$ cat src/design/ttv_pkg.sv
`timescale 1ns / 1ps
// ----------------------------------------------------------------------------
// ttv_pkg
// Types and constants shared by the triangle tangent vector block.
// ----------------------------------------------------------------------------
package ttv_pkg;

  localparam int unsigned CoordWidth = 32;
  localparam int unsigned OutOne     = 16384;
  localparam int unsigned NormBits   = 30;

  typedef struct packed {
    logic signed [CoordWidth-1:0] pos_x;
    logic signed [CoordWidth-1:0] pos_y;
    logic signed [CoordWidth-1:0] pos_z;
    logic signed [CoordWidth-1:0] tex_u;
    logic signed [CoordWidth-1:0] tex_v;
  } vertex_t;

  typedef struct packed {
    logic signed [15:0] tangent_x;
    logic signed [15:0] tangent_y;
    logic signed [15:0] tangent_z;
    logic               degenerate;
  } tangent_t;

endpackage

$ cat src/design/ttv_front.sv
`timescale 1ns / 1ps
// ----------------------------------------------------------------------------
// ttv_front
// Collects three vertices, forms edges and texture deltas, and pushes one
// triangle request into the queue.
// ----------------------------------------------------------------------------
module ttv_front (
  input  logic                                clk_i,
  input  logic                                rst_ni,
  input  logic                                push_i,
  output logic                                full_o,
  input  ttv_pkg::vertex_t                    vtx_i,
  output logic                                tri_valid_o,
  input  logic                                tri_ready_i,
  output logic signed [ttv_pkg::CoordWidth:0] e1_o [3],
  output logic signed [ttv_pkg::CoordWidth:0] e2_o [3],
  output logic signed [ttv_pkg::CoordWidth:0] d_o  [4]
);
  localparam int unsigned CW = ttv_pkg::CoordWidth;

  logic signed [CW-1:0] a_q [5], b_q [5], c [5];
  logic [1:0] cnt_q;
  logic       vld_q;

  assign c[0] = vtx_i.pos_x[CW-1:0];
  assign c[1] = vtx_i.pos_y[CW-1:0];
  assign c[2] = vtx_i.pos_z[CW-1:0];
  assign c[3] = vtx_i.tex_u[CW-1:0];
  assign c[4] = vtx_i.tex_v[CW-1:0];

  // third vertex needs a free slot
  assign full_o      = vld_q && (cnt_q == 2'd2) && !tri_ready_i;
  assign tri_valid_o = vld_q;

  always_ff @(posedge clk_i or negedge rst_ni) begin
    if (!rst_ni) begin
      cnt_q <= 2'd0;
      vld_q <= 1'b0;
      a_q   <= '{default: '0};
      b_q   <= '{default: '0};
      e1_o  <= '{default: '0};
      e2_o  <= '{default: '0};
      d_o   <= '{default: '0};
    end else begin
      if (tri_ready_i) vld_q <= 1'b0;
      if (push_i && !full_o) begin
        if (cnt_q == 2'd1) begin
          b_q   <= c;
          cnt_q <= 2'd2;
        end else if (cnt_q == 2'd2) begin
          for (int k = 0; k < 3; k++) begin
            e1_o[k] <= {b_q[k][CW-1], b_q[k]} - {a_q[k][CW-1], a_q[k]};
            e2_o[k] <= {c[k][CW-1], c[k]} - {a_q[k][CW-1], a_q[k]};
          end
          d_o[0] <= {b_q[3][CW-1], b_q[3]} - {a_q[3][CW-1], a_q[3]};
          d_o[1] <= {b_q[4][CW-1], b_q[4]} - {a_q[4][CW-1], a_q[4]};
          d_o[2] <= {c[3][CW-1], c[3]} - {a_q[3][CW-1], a_q[3]};
          d_o[3] <= {c[4][CW-1], c[4]} - {a_q[4][CW-1], a_q[4]};
          vld_q <= 1'b1;
          cnt_q <= 2'd0;
        end else begin
          a_q   <= c;
          cnt_q <= 2'd1;
        end
      end
    end
  end
endmodule

$ cat config.mk
export PLATFORM = sky130hd
export DESIGN_NAME = ttv_front
export DESIGN_NICKNAME = d
export VERILOG_FILES = /design/src/design/ttv_pkg.sv /design/src/design/ttv_front.sv
export SDC_FILE = /design/constraint.sdc
export NUM_CORES = 2
export LEC_CHECK = 0
export BUFFER_PORTS_ARGS = -buffer_cell sky130_fd_sc_hd__buf_2
export CAP_MARGIN = 30
export CORE_ASPECT_RATIO = 0.8
export CORE_MARGIN = 4
export CORE_UTILIZATION = 35
export DETAILED_ROUTE_END_ITERATION = 8
export GPL_TIMING_DRIVEN = 0
export HOLD_SLACK_MARGIN = 0.02
export SLEW_MARGIN = 25
export SYNTH_ARGS = -nofsm -noshare
export SYNTH_HDL_FRONTEND = slang
export SYNTH_SLANG_ARGS = --single-unit
$ cat constraint.sdc
create_clock -name clk_i -period 4.6 [get_ports clk_i]
set_clock_uncertainty 0.2 [all_clocks]
set_input_delay 0.92 -clock clk_i [delete_from_list [all_inputs] [get_ports clk_i]]
set_output_delay 0.92 -clock clk_i [all_outputs]
set_load 0.02 [all_outputs]
Yosys cells after proc, flatten, opt, wreduce, memory -nomap -nowiden --
Index checks and enable logic that the tools add are counted.
Storage, ports and cells: bits in registers 653, memory bits (writable) 0, ROM bits 0, latch bits 0, word-level logic and storage cells 50, memories kept 0, input port bits 164, output and inout port bits 332
Cells by class: multiply operators 0, reductions and logical operators 8, equality and inequality tests 2, magnitude comparators 0, multiplexer cells 6, shifts and indexed selects 0, bitwise operators 2, $add $sub $neg 10, divide/modulo/power cells 0
Operator list (count):
- subtractor 32 x 32 -> 33 bit | 10
- AND reduction 3 bit | 2
- two-way mux 1 bit | 5
- logical AND 1 bit | 3
- equality test 2 x 1 -> 1 bit, second input constant | 1
- equality test 2 bit, second input constant | 1
- logical NOT 1 bit | 2
- two-way mux 2 bit | 1
- inverter 1 bit | 2
- AND reduction 2 bit | 1

Longest topological paths before layout --
depth after elaboration 6, gate-level depth with buffers 13, gate-level depth less buffers 13

Worst setup path before layout --
Ideal clock, no wire load.
kind input port to flip-flop, start input port vtx_i[64] (netlist bit), end register e2_o[30] (netlist bit), path buffers 0, stages 13, required time 4254 ps, library setup time 146 ps, slack 863 ps, data arrival time 3390 ps, path through inv_1 ha_1 fa_1 nand2b_1 a21boi_0 o21ai_0 a21oi_1 a21oi_1 nor4_1 o21ai_0 a21boi_1 mux2i_1 o311ai_0
On the way: longest elaborated chain between the ends 1
Ends and longest elaborated chain:
- start, declared | line ttv_front.sv:12 | input ttv_pkg::vertex_t vtx_i,
- subtractor 32 x 32 -> 33 bit | line ttv_front.sv:53 | e2_o[k] <= {c[k][CW-1], c[k]} - {a_q[k][CW-1], a_q[k]};
- end signal, assigned by index | line ttv_front.sv:53
- end, declared | line ttv_front.sv:16 | output logic signed [ttv_pkg::CoordWidth:0] e2_o [3],
No other way between the ends. A chain may end at the register's enable or synchronous reset.

Final worst setup path --
start register cnt_q[0], end register d_o[67] (netlist bit)
On the way: longest elaborated chain between the ends 6, elaborated cells between the ends (all ways) 8, those cells by class 2 x eq/ne; 1 x bitwise; 5 x reduce/logical
Ends and longest elaborated chain:
- start, declared | line ttv_front.sv:22 | logic [1:0] cnt_q;
- start signal, assigned | line ttv_front.sv:37 | cnt_q <= 2'd0;
- start signal, assigned | line ttv_front.sv:49 | cnt_q <= 2'd2;
- start signal, assigned | line ttv_front.sv:60 | cnt_q <= 2'd0;
- equality test 2 bit | line ttv_front.sv:32, ttv_front.sv:50
- logical AND 1 bit (2 in series) | line ttv_front.sv:32 | assign full_o = vld_q && (cnt_q == 2'd2) && !tri_ready_i;
- logical NOT 1 bit | line ttv_front.sv:46 | if (push_i && !full_o) begin
- logical AND 1 bit | line ttv_front.sv:46
- AND reduction 3 bit (no line) *
- end, declared | line ttv_front.sv:17 | output logic signed [ttv_pkg::CoordWidth:0] d_o [4]
Mark *: on every way between the ends. The rest lies on a longest branch, timed or not.

==> flow_summary_export.csv <==
group,metric,value,unit
grt,met3_usage,5.43,%
synthesis,ys.flop_type,"dfrtp_1",
die,die_width,384,um
clock_network,htreeDepth,3,
synthesis,netlist_instances,4134,
synthesis,synth_commonest_cells,"653 x dfrtp_1, 500 x nand2_1, 414 x o21ai_0, 323 x ha_1, 309 x mux2_2",
die,die_h,309,um
grt,antenna_found_initial,24,
worst_setup_path,critPathCaptureType,"flop",
grt,grt_start_max_net_pins,84,
pwr,irDropWorstVdd,0.390,mV
detailed_routing,viasPerCell,5.26,
cells_and_area,multi_input_area,21800,um^2
grt,grt_pass1_wl,208000,um
synthesis,synth-async-reset-ratio,100,%
synthesis,syn_avg_cell_area,9.60,um^2
synthesis,ys_seq_area_share,41.2,%
timing,hold_ws,0.271,ns
min_path,hp-class,"reg2reg",
worst_setup_path,worst_ep_required_time,4.98,ns
die,initial_utilization,35.2,%
timing,hold_viol_final,0,
detailed_routing,ant_nets,0,
run_status,outcome,"finished clean",
cells_and_area,stdcell_area,47200,um^2
synthesis,synth_top_area_share,41.2,%
worst_setup_path,path_class,"reg2reg",
timing,setup_viol,0,
detailed_routing,route.detailed.drc,0,
die,core,113000,um^2
synthesis,synth-simple-area-share,11.3,%
grt,grt_use_met2,35.4,%
cells_and_area,drive_gt1_share,21.0,%
place,dpl.cell_count,6157,
cells_and_area,area_growth,18.9,%
cells_and_area,n_fill_cell,11260,
synthesis,synth_top_family_by_area,"compound AO/OA/AOI/OAI gates",
pwr,powerDensity,940,nW/um^2
synthesis,synth_area_leaders,"dfrtp_1 41%, ha_1 10%, mux2_2 8.8%, o21ai_0 5.2%, nand2_1 4.7%",
place,port_buffers,495,
synthesis,synth.distinct_cells,82,
grt,grt_util_met1,32.4,%
synthesis,ys_seq_elements,653,
detailed_routing,dr.pass1.iters,5,
timing,worstMarginPinSlew,0.920,ns
worst_setup_path,critPathMaxFanout,10,
worst_setup_path,cp-start-kind,"flop",
grt,track_usage,23.1,%
grt,grt.overflow.total,0,
min_path,hold_start,"d_o[7]",
timing,slew_viol_final,0,
place,place_congestion,0.911,
synthesis,synth_xor_area_share,5.65,%
synthesis,syn-num-nets,4631,
timing,slew-limit-headroom,37.0,%
worst_setup_path,r2r-start,"cnt_q[0]",
synthesis,yosysMostFrequentCell,"dfrtp_1",
die,num_rows,110,
timing,rsz0062_at_grt,"no",
cells_and_area,utilization,41.9,%
place,placed_area,44500,um^2
die,io_pins,496,
clock_network,clkLatencyLatePin,0.68,ns
worst_setup_path,crit_path_start,"cnt_q[0]",
cells_and_area,post_layout_nonfiller_instances,6309,
timing,fin_crit,4.23,ns
detailed_routing,vias,33155,
pwr,p_leak,0.0230,uW
die,dieArea,119000,um^2
place,dpl.hpwl,109000,um
worst_setup_path,crit_arrival,4.62,ns
synthesis,yosys.area.top_type,"dfrtp_1",
timing,fin_crit_sh,92.0,%
synthesis,synth_edf_count,0,
clock_network,cts_root_buffer,"clkbuf_16",
grt,first_global_vias,32793,
clock_network,clock-sinks,653,
run,maxCapViolations,0,
detailed_routing,drt_iter0_markers,2039,
detailed_routing,drt_wl_total,139000,um
clock_network,cts_buffer_depth,3,
clock_network,clk_pin_slew,0.06,ns
synthesis,synth_compound_area_share,18.4,%
synthesis,synthAdderAreaFrac,10.7,%
synthesis,muxShareOfSynthArea,8.97,%
cells_and_area,nets,5224,
synthesis,yosys_warnings,0,
timing,fmax,236,MHz
grt,top_usage_layer,"met2",
cells_and_area,regArea,16300,um^2
pwr,p_total,44400,uW
clock_network,cts_buffers,77,
clock_network,cts_setup_buffers,0,
synthesis,syn_area,39700,um^2
clock_network,tritoncts,"done",
detailed_routing,wire_per_inst,22.1,um
[critical path: stages, from the launching register on]
cell      delay [ns]
dfrtp_1         0.39
inv_1           0.09
ha_1            0.19
nand3b_1        0.12
and2_1          0.17
clkbuf_1        0.13
nand2_1         0.51
clkbuf_1        0.70
clkbuf_2        0.66
clkbuf_1        0.71
nand2_1         0.14
o21ai_0         0.10
[flip-flops by register name (all words and copies together), names as in the netlist]
name,flops
a_q,160
b_q,160
d_o,132
e1_o,99
e2_o,99
cnt_q,2
tri_valid_o,1
[logic make-up (layout without fill, tap and decap cells)]
group                    Yosys count  in the layout
adder cells (fa/ha/maj)          333            333
AND/OR/NAND/NOR                  977            977
buffers and inverters            404           1049
XOR/XNOR                         256            256
multiplexers                     317            317
other                              0             18
AO/OA/AOI/OAI                   1194           1194
flip-flops                       653            653
[worst paths after layout]
path	to	slack (ns)	depth (start not counted)
worst max-delay path	d_o[67]	0.37	11
worst min-delay path	d_o[7]	0.27	2
worst max register to register	d_o[67]	0.37	11
worst min register to register	d_o[7]	0.27	2
max in group asynchronous	d_o[120]	1.83	6
min in group asynchronous	e2_o[54]	0.54	2
[through the flow]
stage          setup WS (ns)  setup TNS (ns)
2_1_floorplan          0.863               0
3_3_place_gp          -12.22        -8082.18
3_5_place_dp          -0.325          -21.42
4_1_cts                0.132               0
5_1_grt                0.101               0
6_report               0.367               0
[power by group]
part	internal, uW	switching (uW)
Clock	3820	2610
Sequential	8560	1620
Combinational	10900	16900
[what timing repair did]
action | 4_1_cts | 5_1_grt
hold endpoints to repair | 44 | 0
hold buffers | 1 | 0
resized for setup | 0 | 0
endpoints found under the setup margin | 0 | 0
[cells in the final DEF, fill, tap and decap left out, types with 12 or more instances in the layout]
cell,n
dfrtp_1,653
nand2_1,500
buf_2,500
o21ai_0,414
ha_1,323
mux2_2,309
a21oi_1,275
inv_1,255
a21o_1,158
xor2_1,142
nor2_1,137
clkbuf_1,120
xnor2_1,114
clkbuf_16,79
nand3_1,68
nor2b_1,43
o21a_1,43
nand2b_1,42
a31oi_1,41
nand4_1,36
nor3_1,32
o31ai_1,32
and3_1,32
o21ai_1,32
o21bai_1,29
clkbuf_2,28
clkbuf_8,22
o211ai_1,21
nor3b_1,20
diode_2,18
a211oi_1,17
or3_1,17
buf_16,14
and2_1,12
a21boi_0,12
[layout make-up]
type / count / share of cell area, %
multi-input combinational: 3077 / 46.3
clock inverter: 20 / 0.589
clock buffer: 111 / 4.91
sequential: 653 / 34.6
tap: 1512 / 4.01
inverter: 255 / 2.03
antenna: 18 / 0.0955
timing repair buffer: 514 / 6.21
buffer: 149 / 1.27
[routing by layer]
| layer | wire length [um] | vias to the layer above |
|---|---|---|
| met5 | 77 | - |
| li1 | - | 15906 |
| met2 | 60900 | 885 |
| met3 | 9590 | 209 |
| met1 | 64600 | 16145 |
| met4 | 4250 | 10 |
(Power assumes the default switching activity.)
